[config.mk]
export PLATFORM = sky130hd
export DESIGN_NAME = mep_ctrl
export DESIGN_NICKNAME = d
export VERILOG_FILES = /design/src/mep_pkg.sv /design/src/mep_ctrl.sv
export SDC_FILE = /design/constraint.sdc
export NUM_CORES = 1
export LEC_CHECK = 0
export ABC_AREA = 1
export BUFFER_PORTS_ARGS = -buffer_cell sky130_fd_sc_hd__clkbuf_2
export CORE_ASPECT_RATIO = 0.7
export CORE_MARGIN = 1.5
export CORE_UTILIZATION = 50
export CTS_BUF_LIST = sky130_fd_sc_hd__clkbuf_16
export DETAILED_ROUTE_END_ITERATION = 10
export PLACE_DENSITY = 0.7
export REMOVE_ABC_BUFFERS = 1
export SLEW_MARGIN = 15
export SYNTH_ARGS = -nofsm -noshare
export SYNTH_HDL_FRONTEND = slang
export SYNTH_SLANG_ARGS = --single-unit
[constraint.sdc]
create_clock -name clk_i -period 1.7 [get_ports clk_i]
set_clock_uncertainty 0.15 [all_clocks]
set_input_delay 0.17 -clock clk_i [delete_from_list [all_inputs] [get_ports clk_i]]
set_output_delay 0.17 -clock clk_i [all_outputs]
set_load 0.005 [all_outputs]
[src/mep_pkg.sv]
// shared types, constants and palette table for the mandelbrot escape pixel unit
`timescale 1ns / 1ps
package mep_pkg;

  localparam int COLUMN_W   = 10;
  localparam int ROW_W      = 9;
  localparam int CFG_W      = 32;
  localparam int CFG_IDX_W  = 3;
  localparam int STEP_W     = 31;
  localparam int COLOR_W    = 3;
  localparam int ITER_OUT_W = 7;
  localparam int ITER_W     = 8;
  localparam int OFF_W      = 12;
  localparam int CPROD_W    = 43;
  localparam int ZW         = 48;
  localparam int PW         = 64;
  localparam int OPW        = 32;
  localparam int PAL_SIZE   = 100;
  localparam int PAL_IDX_W  = 7;
  localparam int RE_SHIFT   = 28;
  localparam int IM_SHIFT   = 27;

  localparam logic [STEP_W-1:0] STEP_RESET = 31'd671089;

  localparam logic signed [ZW-1:0] Z_LIMIT_P = 48'sd536870912;
  localparam logic signed [ZW-1:0] Z_LIMIT_N = -48'sd536870912;
  localparam logic signed [PW-1:0] SQ_LIMIT  = 64'sd288230376151711744;

  typedef enum logic [CFG_IDX_W-1:0] {
    CFG_PIXEL_STEP  = 3'd0,
    CFG_CENTER_REAL = 3'd1,
    CFG_CENTER_IMAG = 3'd2,
    CFG_START_REAL  = 3'd3,
    CFG_START_IMAG  = 3'd4,
    CFG_HIGH_DETAIL = 3'd5
  } cfg_index_e;

  typedef struct packed {
    logic              load;
    logic              cset;
    logic              mul;
    logic              upd;
    logic              emit;
    logic              esc;
    logic [ITER_W-1:0] iter;
    logic              high;
  } mep_cmd_t;

  typedef struct packed {
    logic abs_big;
    logic sq_big;
  } mep_status_t;

  localparam logic [COLOR_W-1:0] PALETTE [PAL_SIZE] = '{
    3'd1, 3'd7, 3'd7, 3'd6, 3'd6, 3'd6, 3'd5, 3'd5, 3'd4, 3'd4,
    3'd4, 3'd3, 3'd3, 3'd3, 3'd2, 3'd2, 3'd1, 3'd1, 3'd1, 3'd7,
    3'd7, 3'd7, 3'd6, 3'd6, 3'd6, 3'd5, 3'd5, 3'd5, 3'd4, 3'd4,
    3'd3, 3'd3, 3'd3, 3'd2, 3'd2, 3'd2, 3'd1, 3'd1, 3'd1, 3'd1,
    3'd7, 3'd7, 3'd7, 3'd6, 3'd6, 3'd6, 3'd5, 3'd5, 3'd5, 3'd4,
    3'd4, 3'd4, 3'd4, 3'd3, 3'd3, 3'd3, 3'd2, 3'd2, 3'd2, 3'd2,
    3'd1, 3'd1, 3'd1, 3'd7, 3'd7, 3'd7, 3'd7, 3'd6, 3'd6, 3'd6,
    3'd6, 3'd5, 3'd5, 3'd5, 3'd5, 3'd5, 3'd4, 3'd4, 3'd4, 3'd4,
    3'd3, 3'd3, 3'd3, 3'd3, 3'd3, 3'd2, 3'd2, 3'd2, 3'd2, 3'd2,
    3'd2, 3'd1, 3'd1, 3'd1, 3'd1, 3'd1, 3'd1, 3'd1, 3'd1, 3'd1
  };

  function automatic logic [COLOR_W-1:0] palette_color(input logic [ITER_W-1:0] it);
    logic [PAL_IDX_W-1:0] idx;
    idx = (it < ITER_W'(PAL_SIZE)) ? it[PAL_IDX_W-1:0] : PAL_IDX_W'(PAL_SIZE - 1);
    return PALETTE[idx];
  endfunction

endpackage

[src/mep_ctrl.sv]
// iteration controller: request handshake, iteration count and escape bookkeeping
`timescale 1ns / 1ps
module mep_ctrl #(
  parameter int LOW_DEPTH  = 50,
  parameter int HIGH_DEPTH = 100
) (
  input  logic                 clk_i,
  input  logic                 rst_ni,
  input  logic                 in_valid_i,
  output logic                 in_stall_o,
  output logic                 out_valid_o,
  input  logic                 out_stall_i,
  input  logic                 high_detail_i,
  input  mep_pkg::mep_status_t status_i,
  output mep_pkg::mep_cmd_t    cmd_o
);
  import mep_pkg::*;

  typedef enum logic [2:0] {
    ST_IDLE,
    ST_CSET,
    ST_MUL,
    ST_UPD,
    ST_DONE
  } state_e;

  state_e            state_q;
  logic [ITER_W-1:0] k_q;
  logic [ITER_W-1:0] depth_q;
  logic [ITER_W-1:0] iter_q;
  logic              first_q;
  logic              esc_q;
  logic              hd_q;
  logic              out_valid_q;
  logic [ITER_W-1:0] depth_d;
  mep_cmd_t          cmd;

  assign depth_d = high_detail_i ? ITER_W'(HIGH_DEPTH) : ITER_W'(LOW_DEPTH);

  always_comb begin
    cmd      = '0;
    cmd.esc  = esc_q;
    cmd.iter = iter_q;
    cmd.high = hd_q;
    case (state_q)
      ST_IDLE: cmd.load = in_valid_i;
      ST_CSET: cmd.cset = 1'b1;
      ST_MUL:  cmd.mul  = first_q || !status_i.abs_big;
      ST_UPD:  cmd.upd  = (first_q || !status_i.sq_big) && (k_q != depth_q);
      ST_DONE: cmd.emit = !out_valid_q || !out_stall_i;
      default: cmd      = '0;
    endcase
  end

  always_ff @(posedge clk_i or negedge rst_ni) begin
    if (!rst_ni) begin
      state_q     <= ST_IDLE;
      k_q         <= '0;
      depth_q     <= ITER_W'(LOW_DEPTH);
      iter_q      <= '0;
      first_q     <= 1'b1;
      esc_q       <= 1'b0;
      hd_q        <= 1'b0;
      out_valid_q <= 1'b0;
    end else begin
      if (cmd.emit) begin
        out_valid_q <= 1'b1;
      end else if (!out_stall_i) begin
        out_valid_q <= 1'b0;
      end
      case (state_q)
        ST_IDLE: begin
          if (cmd.load) begin
            k_q     <= '0;
            first_q <= 1'b1;
            esc_q   <= 1'b0;
            depth_q <= depth_d;
            hd_q    <= high_detail_i;
            state_q <= ST_CSET;
          end
        end
        ST_CSET: state_q <= ST_MUL;
        ST_MUL: begin
          if (cmd.mul) begin
            state_q <= ST_UPD;
          end else begin
            esc_q   <= 1'b1;
            iter_q  <= k_q - ITER_W'(1);
            state_q <= ST_DONE;
          end
        end
        ST_UPD: begin
          if (!first_q && status_i.sq_big) begin
            esc_q   <= 1'b1;
            iter_q  <= k_q - ITER_W'(1);
            state_q <= ST_DONE;
          end else if (k_q == depth_q) begin
            esc_q   <= 1'b0;
            iter_q  <= depth_q;
            state_q <= ST_DONE;
          end else begin
            k_q     <= k_q + ITER_W'(1);
            first_q <= 1'b0;
            state_q <= ST_MUL;
          end
        end
        ST_DONE: begin
          if (cmd.emit) begin
            state_q <= ST_IDLE;
          end
        end
        default: state_q <= ST_IDLE;
      endcase
    end
  end

  assign cmd_o       = cmd;
  assign in_stall_o  = (state_q != ST_IDLE);
  assign out_valid_o = out_valid_q;

  a_k_bounded: assert property (@(posedge clk_i) disable iff (!rst_ni)
    k_q <= depth_q)
    else $error("iteration count beyond depth");

  a_accept_blocks: assert property (@(posedge clk_i) disable iff (!rst_ni)
    (in_valid_i && !in_stall_o) |=> (in_stall_o && state_q == ST_CSET))
    else $error("accepted request did not start the point setup");

  a_escape_iter: assert property (@(posedge clk_i) disable iff (!rst_ni)
    (state_q == ST_DONE && esc_q) |-> (iter_q < depth_q))
    else $error("escape iteration not below depth");

  a_first_pass: assert property (@(posedge clk_i) disable iff (!rst_ni)
    (state_q == ST_UPD && first_q) |-> (k_q == '0))
    else $error("first pass flag out of step with count");

endmodule

==> flow_summary.html <==
<table>
<tr><th>Metric</th><th>Value</th></tr>
<tr><th colspan="2">Global route</th></tr>
<tr><td>GR Util All Layers</td><td>0.214</td></tr>
<tr><td>Vias in the first global route</td><td>between 1,000 and 1,500</td></tr>
<tr><td>Global-route wire length before repair</td><td>5.95 mm</td></tr>
<tr><td>Initial antenna violation count</td><td>0</td></tr>
<tr><td>GRT Residual Overflow</td><td>0</td></tr>
<tr><td>Maximum number of pins on one net before global-route repair</td><td>25</td></tr>
<tr><th colspan="2">Synthesis</th></tr>
<tr><td>Synthesized instance count</td><td>217</td></tr>
<tr><td>Mux cell area share after synthesis</td><td>0</td></tr>
<tr><td>Top-area cell type share of the netlist area</td><td>0.348</td></tr>
<tr><td>Biggest area contributors in the synthesized netlist</td><td>dfrtp_1 35%, nand2_1 13%, nand3_1 8.5%, inv_1 7.6%, nor2_1 6.9%</td></tr>
<tr><td>Proportion of synthesized chip area in sequential cells</td><td>0.381</td></tr>
<tr><td>Library cell occupying the most area in the post-synthesis netlist</td><td>dfrtp_1</td></tr>
<tr><td>Synth Area in Compound Gates</td><td>0.104</td></tr>
<tr><td>Count of synthesis-stage warnings from yosys</td><td>0</td></tr>
<tr><td>Adder and majority gate portion of the synthesized area</td><td>0.0158</td></tr>
<tr><td>Number of library cell types mapped by synthesis</td><td>30</td></tr>
<tr><td>Combinational family with the most area after synthesis</td><td>simple AND/OR/NAND/NOR gates</td></tr>
<tr><td>FF+latch count, synth</td><td>24</td></tr>
<tr><td>Mean post-synth cell area</td><td>roughly 7.3 um^2</td></tr>
<tr><td>Simple-Gate Fraction of Synth Area</td><td>0.372</td></tr>
<tr><td>Area of the mapped netlist</td><td>around 1600 um^2</td></tr>
<tr><td>Xor-xnor portion of the synthesized cell area</td><td>0.0111</td></tr>
<tr><th colspan="2">Drt</th></tr>
<tr><td>Total length of routed wires</td><td>3.65 mm</td></tr>
<tr><td>Met3 Wirelength</td><td>around 220 um</td></tr>
<tr><td>DR top layer</td><td>met4</td></tr>
<tr><td>Iteration count of the initial detailed-routing pass</td><td>5</td></tr>
<tr><td>Met2 wire length</td><td>approximately 1.6 mm</td></tr>
<tr><td>Antenna viol nets, final</td><td>0</td></tr>
<tr><td>Via count</td><td>about 1,500</td></tr>
<tr><td>Ratio of routed vias to standard cells</td><td>roughly 5.1</td></tr>
<tr><td>Post-route DRC violation count</td><td>0</td></tr>
<tr><td>Met1 wire length</td><td>about 1.8 mm</td></tr>
<tr><td>Detailed router's first-iteration violation count</td><td>approximately 100</td></tr>
<tr><td>Mean routed wirelength per cell</td><td>12.3 um</td></tr>
<tr><th colspan="2">Layout</th></tr>
<tr><td>Final nets</td><td>between 200 and 300</td></tr>
<tr><td>Share of cells above drive strength 1</td><td>0.365</td></tr>
<tr><td>Most common cell after layout, fill and taps aside</td><td>nand2_1</td></tr>
<tr><td>Count of antenna diodes in the layout</td><td>0</td></tr>
<tr><td>Filler cell count in the final layout</td><td>243</td></tr>
<tr><td>Most frequent cells in the layout</td><td>49 x nand2_1, 27 x inv_1, 27 x nand3_1</td></tr>
<tr><td>Layout-stage area growth over the synthesis result</td><td>25.4%</td></tr>
<tr><td>Number of cells in the finished layout apart from fillers</td><td>296</td></tr>
<tr><td>Final instance area</td><td>1990 um^2</td></tr>
<tr><th colspan="2">Min path</th></tr>
<tr><td>Worst Hold Class</td><td>in -&gt; reg</td></tr>
<tr><th colspan="2">Placement</th></tr>
<tr><td>Post-detailed-placement cell area</td><td>1770 um^2</td></tr>
<tr><td>HPWL after detailed placement</td><td>2.56 mm</td></tr>
<tr><td>Final estimated routing congestion in global placement</td><td>slightly above 0.8</td></tr>
<tr><td>Cell count after placement</td><td>281</td></tr>
<tr><td>IO Port Bufs</td><td>23</td></tr>
<tr><th colspan="2">Job</th></tr>
<tr><td>Number of max-capacitance violations reported</td><td>0</td></tr>
<tr><th colspan="2">Timing</th></tr>
<tr><td>Post-route fraction of the period consumed by the critical path</td><td>1.01</td></tr>
<tr><td>Top achievable clock speed</td><td>0.585 GHz</td></tr>
<tr><td>Endpoints failing hold</td><td>0</td></tr>
<tr><td>Post-route setup slack</td><td>-0.00984 ns</td></tr>
<tr><td>Minimum clock period after layout</td><td>1.71 ns</td></tr>
<tr><td>Setup-violating endpoint count in the final report</td><td>2</td></tr>
<tr><td>Pins over their slew limit</td><td>0</td></tr>
<tr><td>Setup repair after global routing missed its margin</td><td>yes</td></tr>
<tr><td>Slew at the pin closest to its max-slew limit</td><td>0.622 ns</td></tr>
<tr><td>Relative slew slack</td><td>0.585</td></tr>
<tr><th colspan="2">Power</th></tr>
<tr><td>Part of the total power dissipated in combinational logic</td><td>0.541</td></tr>
<tr><td>Internal Pwr Total</td><td>around 1800 uW</td></tr>
<tr><td>Share of power burned in the clock network</td><td>0.166</td></tr>
<tr><td>Pwr Density</td><td>1590 nW/um^2</td></tr>
<tr><td>Net Switching</td><td>1350 uW</td></tr>
<tr><td>Seq pwr share</td><td>0.293</td></tr>
<tr><td>Switch share</td><td>0.429</td></tr>
<tr><td>LEAKAGE</td><td>0.00106 uW</td></tr>
<tr><td>Max VDD drop</td><td>1.10 mV</td></tr>
<tr><th colspan="2">Floorplanning</th></tr>
<tr><td>Overall die width</td><td>70.3 um</td></tr>
<tr><td>Placement row count</td><td>16</td></tr>
<tr><td>Initial core utilization</td><td>0.546</td></tr>
<tr><td>Core region area</td><td>a little under 3000 um^2</td></tr>
<tr><td>Num ports</td><td>24</td></tr>
<tr><td>Die H</td><td>about 50 um</td></tr>
<tr><td>Total die area</td><td>3520 um^2</td></tr>
<tr><th colspan="2">Critical path</th></tr>
<tr><td>Critical Path AT</td><td>1.39 ns</td></tr>
<tr><td>Launching element type of the critical path</td><td>flop</td></tr>
<tr><td>Critical Path RT</td><td>1.38 ns</td></tr>
<tr><td>Highest net fanout along the worst path</td><td>5</td></tr>
<tr><td>Worst setup EP type</td><td>primary output</td></tr>
<tr><td>Critical setup path kind</td><td>reg -&gt; out</td></tr>
<tr><th colspan="2">Clocking</th></tr>
<tr><td>Library cell used as clock root buffer</td><td>clkbuf_16</td></tr>
<tr><td>Count of H-tree levels built during CTS</td><td>1</td></tr>
<tr><td>Clock tree from TritonCTS</td><td>yes</td></tr>
<tr><td>Clk sinks</td><td>24</td></tr>
<tr><td>TritonCTS buffer count</td><td>3</td></tr>
<tr><td>Longest Clk Path Bufs</td><td>2</td></tr>
<tr><td>Clock edge transition at the registers on the reported setup and hold paths</td><td>0.06 ns</td></tr>
<tr><td>Source-to-sink clock delay at the later pin of the worst-skew pair</td><td>0.26 ns</td></tr>
<tr><th colspan="2">Run status</th></tr>
<tr><td>Violations in the final reports</td><td>negative setup slack</td></tr>
<tr><td>Result of the run</td><td>finished, violations left</td></tr>
</table>
[flip-flops by register name, summed over array words and instances (netlist names)]
name,count
iter_q,8
k_q,8
state_q,3
depth_q,2
esc_q,1
first_q,1
out_valid_o,1
[metrics by stage]
stage,TNS [ns],util,hold slack (ns),total power (uW),setup slack [ns]
floorplan,0,-,-0.276,1900,0.152
global placement,0,0.609,0.0555,2390,0.0394
detailed placement,-0.00262,0.609,0.0572,2410,-0.00262
CTS,-0.0749,0.658,0.0566,3000,-0.0241
global route,-0.827,0.684,0.0753,3420,-0.0789
finish,-0.0159,0.684,0.0527,3150,-0.00984
[power groups by stage]
stage | logic (uW) | registers [uW] | clock network, uW
after CTS | 1550 | 918 | 529
after detailed placement | 1490 | 919 | 0
final | 1700 | 924 | 522
after global routing | 1920 | 946 | 552
after global placement | 1480 | 915 | 0
after floorplan | 1000 | 896 | 0
[area by class of cell]
cell class / instances / area, um^2 / area share
clock buffer: 3 / 75.1 / 0.0378
clock inverter: 1 / 3.75 / 0.00189
inverter: 35 / 134 / 0.0674
multi-input combinational: 154 / 850 / 0.428
sequential: 24 / 608 / 0.306
tap: 36 / 45.0 / 0.0227
timing repair buffer: 43 / 270 / 0.136
[logic make-up (layout without fill, tap and decap cells)]
group           Yosys count  in the layout
simple gates            127            128
buf+inv                  40             82
flops                    24             24
compound gates           22             22
fa+ha+maj                 2              2
xor+xnor                  2              2
[cells in the mapped netlist]
cell type and count:
xor2_1 2, or2_2 1, nand3_1 27, inv_1 32
nor2_1 29, or2_1 1, nand3_2 1, nand4_1 2
o21ai_0 5, buf_2 1, inv_4 1, buf_8 1
o21ai_2 11, nor2_2 1, a21oi_1 4, buf_6 2
nand4_4 1, nand2_2 6, nor3_1 1, nand3b_1 1
nand2_1 53, ha_1 2, nor2_4 1, buf_4 1
nand2_4 2, a21oi_4 1, o21bai_1 1, inv_2 2
dfstp_2 2, dfrtp_1 22
[what timing repair did]
action,in CTS,in global routing
buffers inserted,3,5
endpoints found under the setup margin,11,21
endpoints found under the hold margin,23,0
hold buffers,2,0
gates resized for setup,8,20
pin swaps,0,1
cloned,0,1
[path summary, 6_finish.rpt]
kind,slack (ns),to,from,cells after the start
hold / removal,0.05,depth_q[4],high_detail_i,4
setup reg to reg,0.06,k_q[4],k_q[0],6
hold reg to reg,0.33,esc_q,esc_q,2
setup / recovery,-0.01,cmd_o[0],state_q[1],5
min in group asynchronous,0.30,k_q[5],rst_ni,2
max in group asynchronous,0.65,k_q[1],rst_ni,2
[per-layer routing]
| metal | global-route usage | up-vias |
|---|---|---|
| met2 | 0.329 | 48 |
| met4 | 0.0481 | 0 |
| li1 | - | 764 |
| met5 | 0 | - |
| met1 | 0.304 | 696 |
| met3 | 0.0552 | 4 |
[critical path: stages (launching register included)]
cell and delay, ns:
dfrtp_1 0.42, or2_1 0.28, inv_2 0.13, nor2_2 0.09, nor2_1 0.09, clkbuf_2 0.12
No activity file was read; power rests on OpenSTA's default activity.
